==> src/rtl/core/kred_pkg.sv <==
// Types and constants for the keyboard report event differ.
// No dependencies; used by the controller, datapath, top level and checker.
`default_nettype none

package kred_pkg;

   localparam int KEY_SLOTS = 6;
   localparam int CODE_W    = 8;

   typedef logic [CODE_W-1:0] code_type;

   localparam logic [1:0] KIND_PRESSED  = 2'd0;
   localparam logic [1:0] KIND_HELD     = 2'd1;
   localparam logic [1:0] KIND_RELEASED = 2'd2;

   localparam code_type MOD_CODE_BASE = 8'hE0;
   localparam int       SPECIAL_BIT   = 3;

   typedef struct packed {
      code_type   code;
      logic [1:0] kind;
      logic       special_change;
      logic       special_level;
   } event_type;

   // controller to datapath
   typedef struct packed {
      logic capture;
      logic evaluate;
      logic step_clear;
      logic step_advance;
      logic load_out;
   } cmd_type;

   // datapath to controller
   typedef struct packed {
      logic hit;
      logic more_after;
   } status_type;

endpackage

`default_nettype wire

==> src/rtl/core/keyboard_report_key_event_diff.sv <==
// Keyboard report event differ.
// req channel: one boot keyboard report per transfer (modifier byte, six key
// codes). rsp channel: key events, one per transfer, in slot order (release of
// the old code, then press or held of the new code) and then one event per
// modifier bit set in the old or the new report; rsp_last_event marks the
// final event of a report. A report with no changes and no keys down gives
// no transfer at all. The req transfer is captured, the event table is built
// in the EVAL state and the walk loads each event into the output register.
// The walk visits one step per cycle while no event waits on a stalled output
// register, over at most 2*6 + MODIFIER_BITS steps, and stops after the last
// step that has an event. req_stall is high from the transfer until the walk
// is done; the single output register lets the walk finish while its last
// event still waits. While rsp_stall is high the event in the output register
// holds and the walk stops at the next step that has an event.
// Reset (synchronous) clears the previous report to all zeros and empties the
// output register.
// Depends on kred_pkg, kred_ctrl and kred_dp.
`default_nettype none

module keyboard_report_key_event_diff #(
   parameter int MODIFIER_BITS = 8
) (
   input  logic       clock,
   input  logic       reset,
   input  logic       req_valid,
   output logic       req_stall,
   input  logic [7:0] req_modifier_bits,
   input  logic [7:0] req_slot_code_0,
   input  logic [7:0] req_slot_code_1,
   input  logic [7:0] req_slot_code_2,
   input  logic [7:0] req_slot_code_3,
   input  logic [7:0] req_slot_code_4,
   input  logic [7:0] req_slot_code_5,
   output logic       rsp_valid,
   input  logic       rsp_stall,
   output logic [7:0] rsp_event_code,
   output logic [1:0] rsp_event_kind,
   output logic       rsp_special_change,
   output logic       rsp_special_level,
   output logic       rsp_last_event
);
   import kred_pkg::*;

   cmd_type                               cmd;
   status_type                            sts;
   event_type                             rsp_event;
   logic [KEY_SLOTS-1:0][CODE_W-1:0]      slot_codes;

   assign slot_codes[0] = req_slot_code_0;
   assign slot_codes[1] = req_slot_code_1;
   assign slot_codes[2] = req_slot_code_2;
   assign slot_codes[3] = req_slot_code_3;
   assign slot_codes[4] = req_slot_code_4;
   assign slot_codes[5] = req_slot_code_5;

   kred_ctrl u_ctrl (
      .clock     (clock),
      .reset     (reset),
      .req_valid (req_valid),
      .req_stall (req_stall),
      .rsp_valid (rsp_valid),
      .rsp_stall (rsp_stall),
      .cmd       (cmd),
      .sts       (sts)
   );

   kred_dp #(
      .MODIFIER_BITS (MODIFIER_BITS)
   ) u_dp (
      .clock             (clock),
      .reset             (reset),
      .cmd               (cmd),
      .sts               (sts),
      .req_modifier_bits (req_modifier_bits),
      .req_slot_codes    (slot_codes),
      .rsp_event         (rsp_event),
      .rsp_last_event    (rsp_last_event)
   );

   assign rsp_event_code     = rsp_event.code;
   assign rsp_event_kind     = rsp_event.kind;
   assign rsp_special_change = rsp_event.special_change;
   assign rsp_special_level  = rsp_event.special_level;

endmodule

`default_nettype wire

==> src/rtl/core/kred_dp.sv <==
// Datapath: report capture, event table build, step walk and output register.
// Depends on kred_pkg; driven by kred_ctrl through cmd_type / status_type.
`default_nettype none

module kred_dp #(
   parameter int MODIFIER_BITS = 8
) (
   input  logic                                              clock,
   input  logic                                              reset,
   input  kred_pkg::cmd_type                                 cmd,
   output kred_pkg::status_type                              sts,
   input  logic [kred_pkg::CODE_W-1:0]                       req_modifier_bits,
   input  logic [kred_pkg::KEY_SLOTS-1:0][kred_pkg::CODE_W-1:0] req_slot_codes,
   output kred_pkg::event_type                               rsp_event,
   output logic                                              rsp_last_event
);
   import kred_pkg::*;

   localparam int STEPS  = 2 * KEY_SLOTS + MODIFIER_BITS;
   localparam int STEP_W = $clog2(STEPS);

   code_type                 cur_codes_ff  [KEY_SLOTS];
   code_type                 prev_codes_ff [KEY_SLOTS];
   logic [MODIFIER_BITS-1:0] cur_mod_ff;
   logic [MODIFIER_BITS-1:0] prev_mod_ff;
   event_type                rec_ff [STEPS];
   event_type                rec_in [STEPS];
   logic [STEPS-1:0]         mask_ff;
   logic [STEPS-1:0]         mask_in;
   logic [STEP_W-1:0]        step_ff;
   event_type                out_ff;
   logic                     last_ff;
   logic                     more_after;

   // Build one record per step: even slot steps release, odd slot steps
   // press or hold, then one step per modifier bit.
   always_comb begin
      logic rel_seen;
      logic held_seen;
      logic was_on;
      logic is_on;
      int   idx;
      mask_in = '0;
      for (int i = 0; i < KEY_SLOTS; i++) begin
         rel_seen  = 1'b0;
         held_seen = 1'b0;
         for (int k = 0; k < KEY_SLOTS; k++) begin
            if (cur_codes_ff[k] == prev_codes_ff[i]) rel_seen = 1'b1;
            if (prev_codes_ff[k] == cur_codes_ff[i]) held_seen = 1'b1;
         end
         rec_in[2*i].code           = prev_codes_ff[i];
         rec_in[2*i].kind           = KIND_RELEASED;
         rec_in[2*i].special_change = 1'b0;
         rec_in[2*i].special_level  = 1'b0;
         mask_in[2*i]               = (prev_codes_ff[i] != '0) && !rel_seen;
         rec_in[2*i+1].code           = cur_codes_ff[i];
         rec_in[2*i+1].kind           = held_seen ? KIND_HELD : KIND_PRESSED;
         rec_in[2*i+1].special_change = 1'b0;
         rec_in[2*i+1].special_level  = 1'b0;
         mask_in[2*i+1]               = (cur_codes_ff[i] != '0);
      end
      for (int b = 0; b < MODIFIER_BITS; b++) begin
         was_on = prev_mod_ff[b];
         is_on  = cur_mod_ff[b];
         idx    = 2 * KEY_SLOTS + b;
         rec_in[idx].code = MOD_CODE_BASE + CODE_W'(b);
         if (is_on && !was_on) begin
            rec_in[idx].kind = KIND_PRESSED;
         end else if (was_on && !is_on) begin
            rec_in[idx].kind = KIND_RELEASED;
         end else begin
            rec_in[idx].kind = KIND_HELD;
         end
         rec_in[idx].special_change = (b == SPECIAL_BIT) && (was_on != is_on);
         rec_in[idx].special_level  = (b == SPECIAL_BIT) && (was_on != is_on) && is_on;
         mask_in[idx]               = was_on || is_on;
      end
   end

   // any event left beyond the current step
   always_comb begin
      more_after = 1'b0;
      for (int j = 0; j < STEPS; j++) begin
         if (mask_ff[j] && (j > int'(step_ff))) more_after = 1'b1;
      end
   end

   assign sts.hit        = mask_ff[step_ff];
   assign sts.more_after = more_after;

   always_ff @(posedge clock) begin
      if (reset) begin
         for (int i = 0; i < KEY_SLOTS; i++) prev_codes_ff[i] <= '0;
         prev_mod_ff <= '0;
         mask_ff     <= '0;
         step_ff     <= '0;
      end else begin
         if (cmd.evaluate) begin
            // table now holds the old codes, so the history can move on
            for (int i = 0; i < KEY_SLOTS; i++) prev_codes_ff[i] <= cur_codes_ff[i];
            prev_mod_ff <= cur_mod_ff;
            mask_ff     <= mask_in;
         end
         if (cmd.step_clear) begin
            step_ff <= '0;
         end else if (cmd.step_advance) begin
            step_ff <= step_ff + 1'b1;
         end
      end
   end

   always_ff @(posedge clock) begin
      if (cmd.capture) begin
         for (int i = 0; i < KEY_SLOTS; i++) cur_codes_ff[i] <= req_slot_codes[i];
         cur_mod_ff <= req_modifier_bits[MODIFIER_BITS-1:0];
      end
      if (cmd.evaluate) begin
         for (int s = 0; s < STEPS; s++) rec_ff[s] <= rec_in[s];
      end
      if (cmd.load_out) begin
         out_ff  <= rec_ff[step_ff];
         last_ff <= !more_after;
      end
   end

   assign rsp_event      = out_ff;
   assign rsp_last_event = last_ff;

endmodule

`default_nettype wire

==> src/rtl/core/kred_ctrl.sv <==
// Controller: sequences capture, table build and the event walk; owns rsp_valid.
// Depends on kred_pkg; drives kred_dp through cmd_type / status_type.
`default_nettype none

module kred_ctrl (
   input  logic                 clock,
   input  logic                 reset,
   input  logic                 req_valid,
   output logic                 req_stall,
   output logic                 rsp_valid,
   input  logic                 rsp_stall,
   output kred_pkg::cmd_type    cmd,
   input  kred_pkg::status_type sts
);
   import kred_pkg::*;

   localparam logic [1:0] ST_IDLE = 2'd0;
   localparam logic [1:0] ST_EVAL = 2'd1;
   localparam logic [1:0] ST_WALK = 2'd2;

   logic [1:0] state_ff;
   logic [1:0] state_in;
   logic       rsp_valid_ff;
   logic       rsp_valid_in;
   logic       out_free;

   assign out_free = !rsp_valid_ff || !rsp_stall;

   always_comb begin
      state_in     = state_ff;
      rsp_valid_in = rsp_valid_ff;
      cmd          = '0;
      if (rsp_valid_ff && !rsp_stall) rsp_valid_in = 1'b0;
      unique case (state_ff)
         ST_IDLE: begin
            if (req_valid) begin
               cmd.capture = 1'b1;
               state_in    = ST_EVAL;
            end
         end
         ST_EVAL: begin
            cmd.evaluate   = 1'b1;
            cmd.step_clear = 1'b1;
            state_in       = ST_WALK;
         end
         ST_WALK: begin
            // empty steps pass freely; an event waits for a free output register
            if (!sts.hit || out_free) begin
               if (sts.hit) begin
                  cmd.load_out = 1'b1;
                  rsp_valid_in = 1'b1;
               end
               if (sts.more_after) begin
                  cmd.step_advance = 1'b1;
               end else begin
                  state_in = ST_IDLE;
               end
            end
         end
         default: begin
            state_in = ST_IDLE;
         end
      endcase
   end

   always_ff @(posedge clock) begin
      if (reset) begin
         state_ff     <= ST_IDLE;
         rsp_valid_ff <= 1'b0;
      end else begin
         state_ff     <= state_in;
         rsp_valid_ff <= rsp_valid_in;
      end
   end

   assign req_stall = (state_ff != ST_IDLE);
   assign rsp_valid = rsp_valid_ff;

endmodule

`default_nettype wire

==> config.mk <==
export PLATFORM = sky130hd
export DESIGN_NAME = keyboard_report_key_event_diff
export DESIGN_NICKNAME = d
export VERILOG_FILES = /design/src/rtl/core/kred_pkg.sv /design/src/rtl/core/keyboard_report_key_event_diff.sv /design/src/rtl/core/kred_dp.sv /design/src/rtl/core/kred_ctrl.sv
export SDC_FILE = /design/constraint.sdc
export NUM_CORES = 1
export LEC_CHECK = 0
export ABC_AREA = 1
export BUFFER_PORTS_ARGS = -buffer_cell sky130_fd_sc_hd__clkbuf_2
export CAP_MARGIN = 20
export CORE_AREA = 2 2 195 197
export CTS_BUF_LIST = sky130_fd_sc_hd__clkbuf_4
export DETAILED_ROUTE_END_ITERATION = 7
export DIE_AREA = 0 0 197 199
export PLACE_DENSITY = 0.55
export SKIP_CTS_REPAIR_TIMING = 1
export SYNTH_ARGS = -nofsm -noshare
export SYNTH_HDL_FRONTEND = slang
export SYNTH_HIERARCHICAL = 1
export SYNTH_SLANG_ARGS = --single-unit
==> constraint.sdc <==
create_clock -name clock -period 4.95 [get_ports clock]
set_clock_uncertainty 0.05 [all_clocks]
set_input_delay 0.99 -clock clock [delete_from_list [all_inputs] [get_ports clock]]
set_output_delay 0.99 -clock clock [all_outputs]
set_load 0.005 [all_outputs]
# Word-level counts from Yosys, hierarchy flattened
# Memory sizes are Yosys's and may differ from the RTL's. A register that Yosys moved wholly into a read port is not among the register bits.
# Index checks and enable logic that the tools add are counted.
[op_classes]
addsub = 1
magnitude_cmp = 20
eq_ne = 78
mux = 144
n_bitwise = 6
n_reduce_logical = 95
[op_table]
columns = ["cell", "count"]
rows = [
  ["$eq A8 B8 Y1", 72],
  ["$mux W1", 114],
  ["$reduce_bool A8 Y1", 12],
  ["$mux W8", 6],
  ["$mux W2", 22],
  ["$logic_and A1 B1 Y1", 43],
  ["$gt A4 B5 Y1 const A", 8],
  ["$logic_not A1 Y1", 26],
  ["$gt A3 B5 Y1 const A", 4],
  ["$gt A5 B5 Y1 const A", 4],
  ["$gt A2 B5 Y1 const A", 2],
  ["$logic_or A1 B1 Y1", 10],
  ["$lt A5 B6 Y1 const B", 1],
  ["$or A1 B1 Y1", 6],
  ["$pmux W2 S3", 1],
  ["$add A5 B1 Y5 const B", 1],
  ["$bmux W1 S5", 1],
  ["$gt A1 B5 Y1 const A", 1],
  ["$ne A2 B2 Y1 const B", 2],
  ["$reduce_and A3 Y1", 1],
  ["$eq A2 B1 Y1 const B", 1],
  ["$eq A2 B2 Y1 const B", 1],
  ["$logic_not A2 Y1", 1],
  ["$ne A2 B1 Y1 const B", 1],
  ["3 further kinds", 3],
]
[totals]
register_bits = 45
ram_bits = 336
input_bits = 60
out_inout_bits = 15
elab_cells = 354
n_memories = 3
[mem_list]
columns = ["memory", "depth", "word_bits", "rd", "rd_ports_with_merged_regs", "write_ports", "line_no", "source"]
rows = [
  ["u_dp.rec_ff", 20, 12, 1, 1, 20, "kred_dp.sv:26", "event_type rec_ff [STEPS];"],
  ["u_dp.cur_codes_ff", 6, 8, 6, 0, 6, "kred_dp.sv:22", "code_type cur_codes_ff [KEY_SLOTS];"],
  ["u_dp.prev_codes_ff", 6, 8, 6, 0, 6, "kred_dp.sv:23", "code_type prev_codes_ff [KEY_SLOTS];"],
]

# Logic depth before layout (Yosys ltp)
# Gate-level depths: netlist of run 1.
[depth]
ltp_word = 24
mapped_depth = 20
ltp_nobuf = 17

# Modules after synthesis
# Netlist of run 1, hierarchy kept.
[by_module_without_submodules]
columns = ["module", "n_inst", "cells_each", "area_per_inst_um2"]
rows = [
  ["kred_dp", 1, 1818, 15165.8],
  ["kred_ctrl", 1, 26, 171.4],
]

# Worst setup path after synthesis of run 1
# No wires, ideal clock.
[synth_path]
kind = "input-to-reg"
startpoint = "input port req_valid"
endpoint = "memory u_dp/cur_codes_ff[0][0] (netlist bit) (enable)"
setup_time_ns = 0.470
arrival_ns = 3.386
slack_ns = 1.044
cell_stages = 2
path_cell_list = "inv_1 > nor2_1"
[synth_rtl]
columns = ["element", "line_no", "source"]
rows = [
  ["from (decl)", "keyboard_report_key_event_diff.sv:25", "input logic req_valid,"],
  ["to (decl)", "kred_dp.sv:22", ""],
]

==> results.txt, run 1 <==
Relative slew margins: 0.341
Inst Count DP: 2,280
Routed wire per std cell: 21.1 um
Final std cells w/o fill: 2,428
CTS H-tree depth: 3
Final instance area: 0.0168 mm2
Tot Pwr: 5.96 mW
Final hold slack: 0.339 ns
Post-Synth XOR/XNOR Area: 0.110
Vias in the first global route: 12.2k
Clock Latency Late Sink: 0.78 ns
CORE AREA: 0.0371 mm2
Final WL: 51,200 um
Finish-stage setup viols: 0
Unrepaired setup endpoints after global routing: no
Most used cell, CP: nand3_1
Final #Nets: 1,955
GPL Wtd Cong: 0.941
Crit Path Class: reg -> reg
Compound-Gate Fraction of Synth Area: 0.0494
Final-layout fill cell count: 3,724
Crit path DAT: 3.63 ns
Root buffer cell: clkbuf_4
Unique cell type count in the Yosys netlist: 39
CP cell instances: inv_2 > nor2_2 > o211ai_1 > nand3_1 > o21ai_1 > nand3_1 > nand3_1 > a21oi_1 > buf_4
Final slew viol count: 0
Ys async rst share: 0
Sink Count: 273
Vias: 12.7k
Final worst path period share: 0.653
Max Freq: 309 MHz
Hold path endpoint: u_dp/cur_codes_ff[0][2]$_DFFE_PP_
R2R cell count: 9
Critical path's top delay family: simple AND/OR/NAND/NOR gates
Required time worst endpoint: 5.35 ns
Syn nets: 1,911
Hold Path Class: in -> reg
Setup crit start: u_dp/step_ff[1]$_SDFFE_PP0P_
Max-Cap Viols: 0
Worst setup SP type: register
# IOs: 75
Synth-to-Final Area Change: 9.71%
Num rows: 71
Initial antenna violation count: 1
Post-Synth Adder-Cell Area: 0.00571
Synth warn: 6
Worst path slowest cell: dfxtp_1
CTS tree: yes
Iteration-0 DRC Markers: 1,107
Yosys reg bits: 273
Global-route wire length before repair: 75,300 um
Post-Syn Instances: 1,844
Post-DP HPWL: 36,100 um
RR Endpoint: u_dp/rsp_event[10]$_SDFFCE_PP1P_
TNS Setup: 0 ns
Placed instance area: 0.0158 mm2
Outcome: finished clean
Hold path startpoint: req_slot_code_0[2]
Global-route usage over all layers: 0.265
Worst-margin pin slew: 0.986 ns
Largest net degree at the start of global routing: 78
PwrDens: 354 mW/mm2
Sequential share of the synthesized area: 0.511
Largest family of logic cells by synthesized area: simple AND/OR/NAND/NOR gates
Min Tclk post-route: 3.23 ns
Worst Path Max Fanout: 13
Via density: 5.21
Reg2reg start: u_dp/step_ff[1]$_SDFFE_PP0P_
Number of synthesized flops with an enable pin: 237
DRC violations left: 0
Max VDD drop: 134 uV
Die width: 197 um
Reg-to-reg slack, setup: 1.72 ns
Post-synthesis cell area: 0.0153 mm2
Share of layout cells above drive strength 1: 0.121
Leak: 7.10 nW
Slowest stage delay, CP: 0.71 ns
First-pass DRT Iterations: 6
GRT Residual Overflow: 0
Synth Flop Type: edfxtp_1
Avg Cell Area, Syn: 8.32 um2
Worst-path clk slew: 0.06 ns
Synth Area in Simple Gates: 0.251
Mux share of post-synthesis cell area: 0
Initial Util: 0.413
CTS Buf Count: 80
Area of the die: 0.0392 mm2
Post-route antenna net violation count: 0
Worst-case clock buffer depth: 3
Critical Path End Type: register
Final hold violation count: 0
Port bufs: 74
Die Ht: 199 um
Hold path cells: 1
Buffers & Inverters on Critical Path: 2
flip-flops by register name, indices dropped and copies added (netlist names):
name / count
u_dp/cur_codes_ff: 48
u_dp/mask_ff: 20
u_dp/rsp_event: 12
u_dp/step_ff: 5
u_ctrl/rsp_valid: 1
u_dp/rsp_last_event: 1
u_ctrl/state_ff: 2
u_dp/cur_mod_ff: 8
u_dp/prev_mod_ff: 8
u_dp/prev_codes_ff: 48
u_dp/rec_ff: 120
routing by layer:
layer | track usage | vias to the layer above | share of wire
met5 | 0 | - | 0
met2 | 0.420 | 533 | 0.45
met4 | 0.115 | 0 | 0.041
li1 | - | 5996 | -
met1 | 0.353 | 5998 | 0.43
met3 | 0.0548 | 127 | 0.076
metrics by stage:
| stage | setup slack, ns | utilization |
|---|---|---|
| after floorplan | 1.04 | - |
| after global placement | 1.81 | 0.425 |
| after detailed placement | 1.71 | 0.425 |
| after CTS | 1.71 | 0.453 |
| after global routing | 1.47 | 0.453 |
| final | 1.72 | 0.453 |
cell type report:
type | instances | area [um2] | area share
clock inverters | 22 | 126 | 0.00751
diodes | 4 | 10.0 | 0.000595
repair buffers | 84 | 445 | 0.0265
well taps | 474 | 593 | 0.0352
flip-flops and latches | 273 | 7840 | 0.466
multi-input cells | 1319 | 6410 | 0.381
inverters | 130 | 489 | 0.0291
clock buffers | 122 | 916 | 0.0544
worst max path at each step:
| stage | end | slack (ns) | cells after the start |
|---|---|---|---|
| 3_3_place_gp | u_dp/rsp_event[11]$_SDFFCE_PP1P_ | 1.81 | 9 |
| 2_1_floorplan | u_dp/cur_codes_ff[0][0]$_DFFE_PP_ | 1.04 | 2 |
| 3_5_place_dp | u_dp/rsp_event[10]$_SDFFCE_PP1P_ | 1.71 | 9 |
| 6_report | u_dp/rsp_event[10]$_SDFFCE_PP1P_ | 1.72 | 9 |
| 5_1_grt | u_dp/rsp_event[8]$_SDFFCE_PP0P_ | 1.47 | 9 |
| 4_1_cts | u_dp/rsp_event[8]$_SDFFCE_PP0P_ | 1.71 | 9 |
layout by cell type (no fill, tap or decap), types with 4 or more instances in the layout:
cell,synthesis,routed
nand2_1,601,600
nor2_1,292,290
edfxtp_1,237,237
xnor2_1,145,145
clkbuf_4,0,122
inv_1,120,120
clkbuf_2,6,74
o21ai_0,53,53
nand3_1,51,51
xor2_1,48,48
dfxtp_1,36,35
o21ai_1,25,25
a21oi_1,23,23
nand4_1,21,21
o22ai_1,18,18
clkinv_1,3,15
inv_2,6,10
o211ai_1,10,10
buf_4,5,10
ha_1,7,7
nor3_1,5,5
diode_2,0,4
cells by family (layout without fill, tap and decap cells):
| logic type | Yosys count | in the layout |
|---|---|---|
| AOI/OAI and AO/OA | 137 | 137 |
| xor gates and xnor gates | 193 | 193 |
| adders and majority gates | 7 | 7 |
| buffers and inverters | 252 | 358 |
| DFF | 273 | 273 |
| other | 0 | 4 |
| and+or+nand+nor | 982 | 982 |
power breakdown:
part | total (mW) | internal, mW | switching [mW]
Sequential | 2.97 | 2.68 | 0.285
Combinational | 0.798 | 0.303 | 0.495
Clock | 2.19 | 1.18 | 1.01
synth_stat cells, drive strengths merged (2+ instances only):
cell type / count / area share
o21a: 2 / 0.00098
nor3: 6 / 0.0023
a22o: 2 / 0.0011
a21oi: 23 / 0.0075
nor2: 296 / 0.073
xnor2: 145 / 0.083
o22ai: 18 / 0.0073
clkbuf: 13 / 0.0037
nand3: 51 / 0.017
inv: 126 / 0.031
nand4: 21 / 0.0086
ha: 7 / 0.0057
nand2: 604 / 0.15
dfxtp: 36 / 0.047
edfxtp: 237 / 0.46
xor2: 48 / 0.027
buf: 109 / 0.037
o211ai: 10 / 0.0049
o21ai: 78 / 0.025
clkinv: 4 / 0.0011
Note: power is estimated with default switching activity, not from simulation.
==> run 2: changes to the inputs <==
==> constraint.sdc (replaced) <==
create_clock -name clock -period 3.1 [get_ports clock]
set_clock_uncertainty 0.05 [all_clocks]
set_input_delay 0.62 -clock clock [delete_from_list [all_inputs] [get_ports clock]]
set_output_delay 0.62 -clock clock [all_outputs]
set_load 0.005 [all_outputs]
==> run 2 against run 1 <==
Compared with the run above:
- cell area grew 3.0%
- wire length grew 1.4%
- combinational power grew 70%
- register-to-register slack lost 1.3 ns
==> results.txt, run 2 (synthesis gave the netlist of run 1 again) <==
Outcome: finished clean
Port bufs: 74
Worst Path Max Fanout: 8
Worst-path clk slew: 0.07 ns
Max-Cap Viols: 0
Max VDD drop: 238 uV
Root buffer cell: clkbuf_4
Worst-margin pin slew: 0.941 ns
Routed wire per std cell: 21.0 um
Area of the die: 0.0392 mm2
Final #Nets: 2,019
Most common cell after layout, fill and taps aside: nand2_1
Sink Count: 273
Vias: 12.8k
Die width: 197 um
CTS tree: yes
GPL Wtd Cong: 0.964
Vias in the first global route: 12.1k
Final slew viol count: 0
Die Ht: 199 um
Finish-stage setup viols: 0
CTS H-tree depth: 3
CORE AREA: 0.0371 mm2
Crit path DAT: 3.31 ns
Unrepaired setup endpoints after global routing: no
Most used cell, CP: nand2_1
Worst setup SP type: register
Synth-to-Final Area Change: 13.0%
Num rows: 71
Largest net degree at the start of global routing: 73
Global-route usage over all layers: 0.268
Worst path slowest cell: dfxtp_1
Tot Pwr: 9.27 mW
Min Tclk post-route: 2.71 ns
Post-DP HPWL: 37,100 um
Max FFs per register: 120
Worst-case clock buffer depth: 3
Largest Register: u_dp/rec_ff
Final worst path period share: 0.873
First-pass DRT Iterations: 5
Initial Util: 0.413
Final WL: 51,800 um
Clock Latency Late Sink: 0.77 ns
Commonest non-fill, non-tap cells in the layout: 600 x nand2_1, 290 x nor2_1, 237 x edfxtp_1
Max Freq: 370 MHz
Leak: 7.30 nW
Critical Path End Type: register
Post-route antenna net violation count: 0
Slowest stage delay, CP: 0.56 ns
Share of layout cells above drive strength 1: 0.116
CP cell instances: inv_2 > nand2_1 > a21oi_1 > o21ai_0 > nand4_1 > nand2_1 > nand3_1 > nand3_1 > nand2_1 > nor2_1 > nand2_1 > clkinv_1 > a21oi_1 > a311oi_1
Required time worst endpoint: 3.70 ns
CTS Buf Count: 76
Iteration-0 DRC Markers: 1,490
# IOs: 75
DRC violations left: 0
Relative slew margins: 0.373
TNS Setup: 0 ns
Global-route wire length before repair: 75,900 um
Crit Path Class: reg -> reg
Hold Path Class: in -> reg
Via density: 5.20
Initial antenna violation count: 2
GRT Residual Overflow: 0
Final hold violation count: 0
Regs by FF count: u_dp/rec_ff x120, u_dp/cur_codes_ff x48, u_dp/prev_codes_ff x48
PwrDens: 535 mW/mm2
## run 2: final timing paths
check / startpoint / to / slack, ns / cells past startpoint
worst min register to register: u_dp/mask_ff[0]$_SDFFE_PP0P_ / u_dp/mask_ff[0]$_SDFFE_PP0P_ / 0.42 / 2
worst min-delay path: req_slot_code_1[2] / u_dp/cur_codes_ff[1][2]$_DFFE_PP_ / 0.02 / 1
worst max-delay path: u_dp/step_ff[2]$_SDFFE_PP0P_ / u_dp/step_ff[3]$_SDFFE_PP0P_ / 0.39 / 14
worst max register to register: u_dp/step_ff[2]$_SDFFE_PP0P_ / u_dp/step_ff[3]$_SDFFE_PP0P_ / 0.39 / 14
## run 2: final cells by class
type	count	area (um2)
clock inverters	17	96.3
diodes	1	2.50
inverters	130	489
repair buffers	152	1090
multi-input cells	1319	6410
clock buffers	107	803
well taps	474	593
flip-flops and latches	273	7840
fillers	3656	19800
## run 2: per-layer routing
layer	vias up	track usage	routed length, um
li1	6107	-	-
met1	6075	0.363	22400
met2	533	0.422	23600
met3	133	0.0380	3420
met4	0	0.139	2450
met5	-	0	0
## run 2: power breakdown
| group | internal (mW) | switching, mW | total (mW) | leakage (nW) |
|---|---|---|---|---|
| clock | 1.65 | 1.53 | 3.19 | 0.540 |
| sequential | 4.28 | 0.444 | 4.72 | 2.57 |
| combinational | 0.544 | 0.813 | 1.36 | 4.19 |
| total | 6.48 | 2.79 | 9.27 | 7.30 |
## run 2: stage by stage
| stage | setup slack (ns) | std cells | hold WS (ns) | util | cell area (um2) |
|---|---|---|---|---|---|
| after global routing | 0.0465 | 2473 | -0.00224 | 0.467 | 17300 |
| after global placement | 0.564 | 2293 | 0.400 | 0.427 | 15900 |
| after detailed placement | 0.416 | 2293 | 0.400 | 0.427 | 15900 |
| after CTS | 0.406 | 2417 | -0.0927 | 0.452 | 16800 |
| final | 0.395 | 2473 | 0.0208 | 0.467 | 17300 |
| after floorplan | 0.00684 | 1844 | 0.371 | - | 15300 |
## run 2: critical path, delay by kind of cell (launching register included)
family / cells / cell delay (ns)
AND/OR/NAND/NOR: 8 / 1.27
AO/OA/AOI/OAI: 4 / 0.49
flip-flops: 1 / 0.56
buffers and inverters: 2 / 0.21
==> run 3: changes to the inputs <==
--- a/config.mk
+++ b/config.mk
@@ -13,6 +13,7 @@
 export DETAILED_ROUTE_END_ITERATION = 7
 export DIE_AREA = 0 0 197 199
 export PLACE_DENSITY = 0.55
+export RECOVER_POWER = 25
 export SKIP_CTS_REPAIR_TIMING = 1
 export SYNTH_ARGS = -nofsm -noshare
 export SYNTH_HDL_FRONTEND = slang
==> run 3 against run 2 <==
Compared with the run above:
- sequential share of layout area hardly changed
- hold slack improved by 0.0071 ns
- fmax fell by 0.17%
- critical path depth unchanged
- clock power hardly changed
- wire length about the same
- utilization is essentially flat
- die area is the same
- total power about the same
- register-to-register slack about the same
- critical endpoint unchanged
==> results.txt, run 3 (synthesis gave the netlist of run 1 again) <==
Outcome: finished clean
Worst path slowest cell: dfxtp_1
Reg-to-reg slack, setup: 0.39 ns
GRT Residual Overflow: 0
Die Ht: 199 um
DRC violations left: 0
CORE AREA: 0.0371 mm2
Sink Count: 273
Max Freq: 369 MHz
Final #Nets: 2,019
Worst-margin pin slew: 0.941 ns
Post-route antenna net violation count: 0
CP cell instances: inv_2 > nand2_1 > a21oi_1 > o21ai_0 > nand4_1 > nand2_1 > nand3_1 > nand3_1 > nand2_1 > nor2_1 > nand2_1 > clkinv_1 > a21oi_1 > a311oi_1
Commonest non-fill, non-tap cells in the layout: 600 x nand2_1, 290 x nor2_1, 237 x edfxtp_1
Critical path's top delay family: simple AND/OR/NAND/NOR gates
Crit Path Class: reg -> reg
Synth-to-Final Area Change: 12.9%
Final-layout fill cell count: 3,659
# IOs: 75
Grt peak-use layer: met2
Met2 Use GR: 0.422
Worst-case clock buffer depth: 3
Max FFs per register: 120
Clock Latency Late Sink: 0.77 ns
Port bufs: 74
Area of the die: 0.0392 mm2
Share of layout cells above drive strength 1: 0.114
Final hold violation count: 0
Final WL: 51,900 um
Worst Path Max Fanout: 8
Global-route wire length before repair: 75,900 um
Most used cell, CP: nand2_1
Via density: 5.20
Global-route usage over all layers: 0.268
Tot Pwr: 9.27 mW
Die width: 197 um
Worst setup SP type: register
GRT met3 Usage: 0.0380
Required time worst endpoint: 3.70 ns
Slowest stage delay, CP: 0.56 ns
Root buffer cell: clkbuf_4
Iteration-0 DRC Markers: 1,489
PwrDens: 535 mW/mm2
Regs by FF count: u_dp/rec_ff x120, u_dp/cur_codes_ff x48, u_dp/prev_codes_ff x48
Num rows: 71
First-pass DRT Iterations: 6
Buffers & Inverters on Critical Path: 2
Final worst path period share: 0.874
Critical Path End Type: register
TNS Setup: 0 ns
Final hold slack: 0.0280 ns
Relative slew margins: 0.373
Leak: 7.29 nW
Final slew viol count: 0
Min Tclk post-route: 2.71 ns
CTS H-tree depth: 3
Hold Path Class: in -> reg
CTS Buf Count: 76
Vias: 12.8k
Max VDD drop: 237 uV
Largest Register: u_dp/rec_ff
CTS tree: yes
Most common cell after layout, fill and taps aside: nand2_1
Post-DP HPWL: 37,100 um
Worst-path clk slew: 0.07 ns
Largest net degree at the start of global routing: 73
Crit path DAT: 3.31 ns
Vias in the first global route: 12.1k
Routed wire per std cell: 21.0 um
M1 GR Usage: 0.363
Finish-stage setup viols: 0
Initial antenna violation count: 2
Max-Cap Viols: 0
GPL Wtd Cong: 0.964
Initial Util: 0.413
Unrepaired setup endpoints after global routing: no
[run 3: cell types whose count changed in the layout (fill, tap and decap cells not counted)]
cell,delta
clkbuf_1,+2
or2_4,-1
buf_4,-1
clkbuf_2,-1
or2_0,+1
[run 3: final timing paths]
path / start / depth (start not counted) / endpoint
min reg2reg: u_dp/mask_ff[0]$_SDFFE_PP0P_ / 2 / u_dp/mask_ff[0]$_SDFFE_PP0P_
min: req_slot_code_1[2] / 1 / u_dp/cur_codes_ff[1][2]$_DFFE_PP_
max reg2reg: u_dp/step_ff[2]$_SDFFE_PP0P_ / 14 / u_dp/step_ff[3]$_SDFFE_PP0P_
max: u_dp/step_ff[2]$_SDFFE_PP0P_ / 14 / u_dp/step_ff[3]$_SDFFE_PP0P_
[run 3: layout make-up]
cell class	instances	area, um2	share of cell area
clock buffers	107	803	0.0464
clock inverters	17	96.3	0.00556
diodes	1	2.50	0.000145
well taps	474	593	0.0342
inverters	130	489	0.0283
multi-input cells	1319	6400	0.370
repair buffers	152	1090	0.0629
flip-flops and latches	273	7840	0.453
[run 3: through the flow]
stage | area [um2] | setup slack [ns] | util | std cells
after floorplan | 15300 | 0.00684 | - | 1844
after detailed placement | 15900 | 0.416 | 0.427 | 2293
after global placement | 15900 | 0.564 | 0.427 | 2293
final | 17300 | 0.390 | 0.466 | 2473
after CTS | 16800 | 0.406 | 0.452 | 2417
after global routing | 17300 | 0.0465 | 0.466 | 2473
[run 3: routing by layer]
metal / routed length (um) / up-vias
met5: 0 / -
met4: 2490 / 0
met3: 3530 / 132
met2: 23500 / 547
met1: 22300 / 6068
li1: - / 6102
[run 3: power breakdown]
group          internal [mW]  total, mW  switching [mW]  leakage (nW)
Combinational          0.541       1.36           0.814          4.18
Clock                   1.65       3.19            1.53         0.540
Sequential              4.28       4.72           0.444          2.57
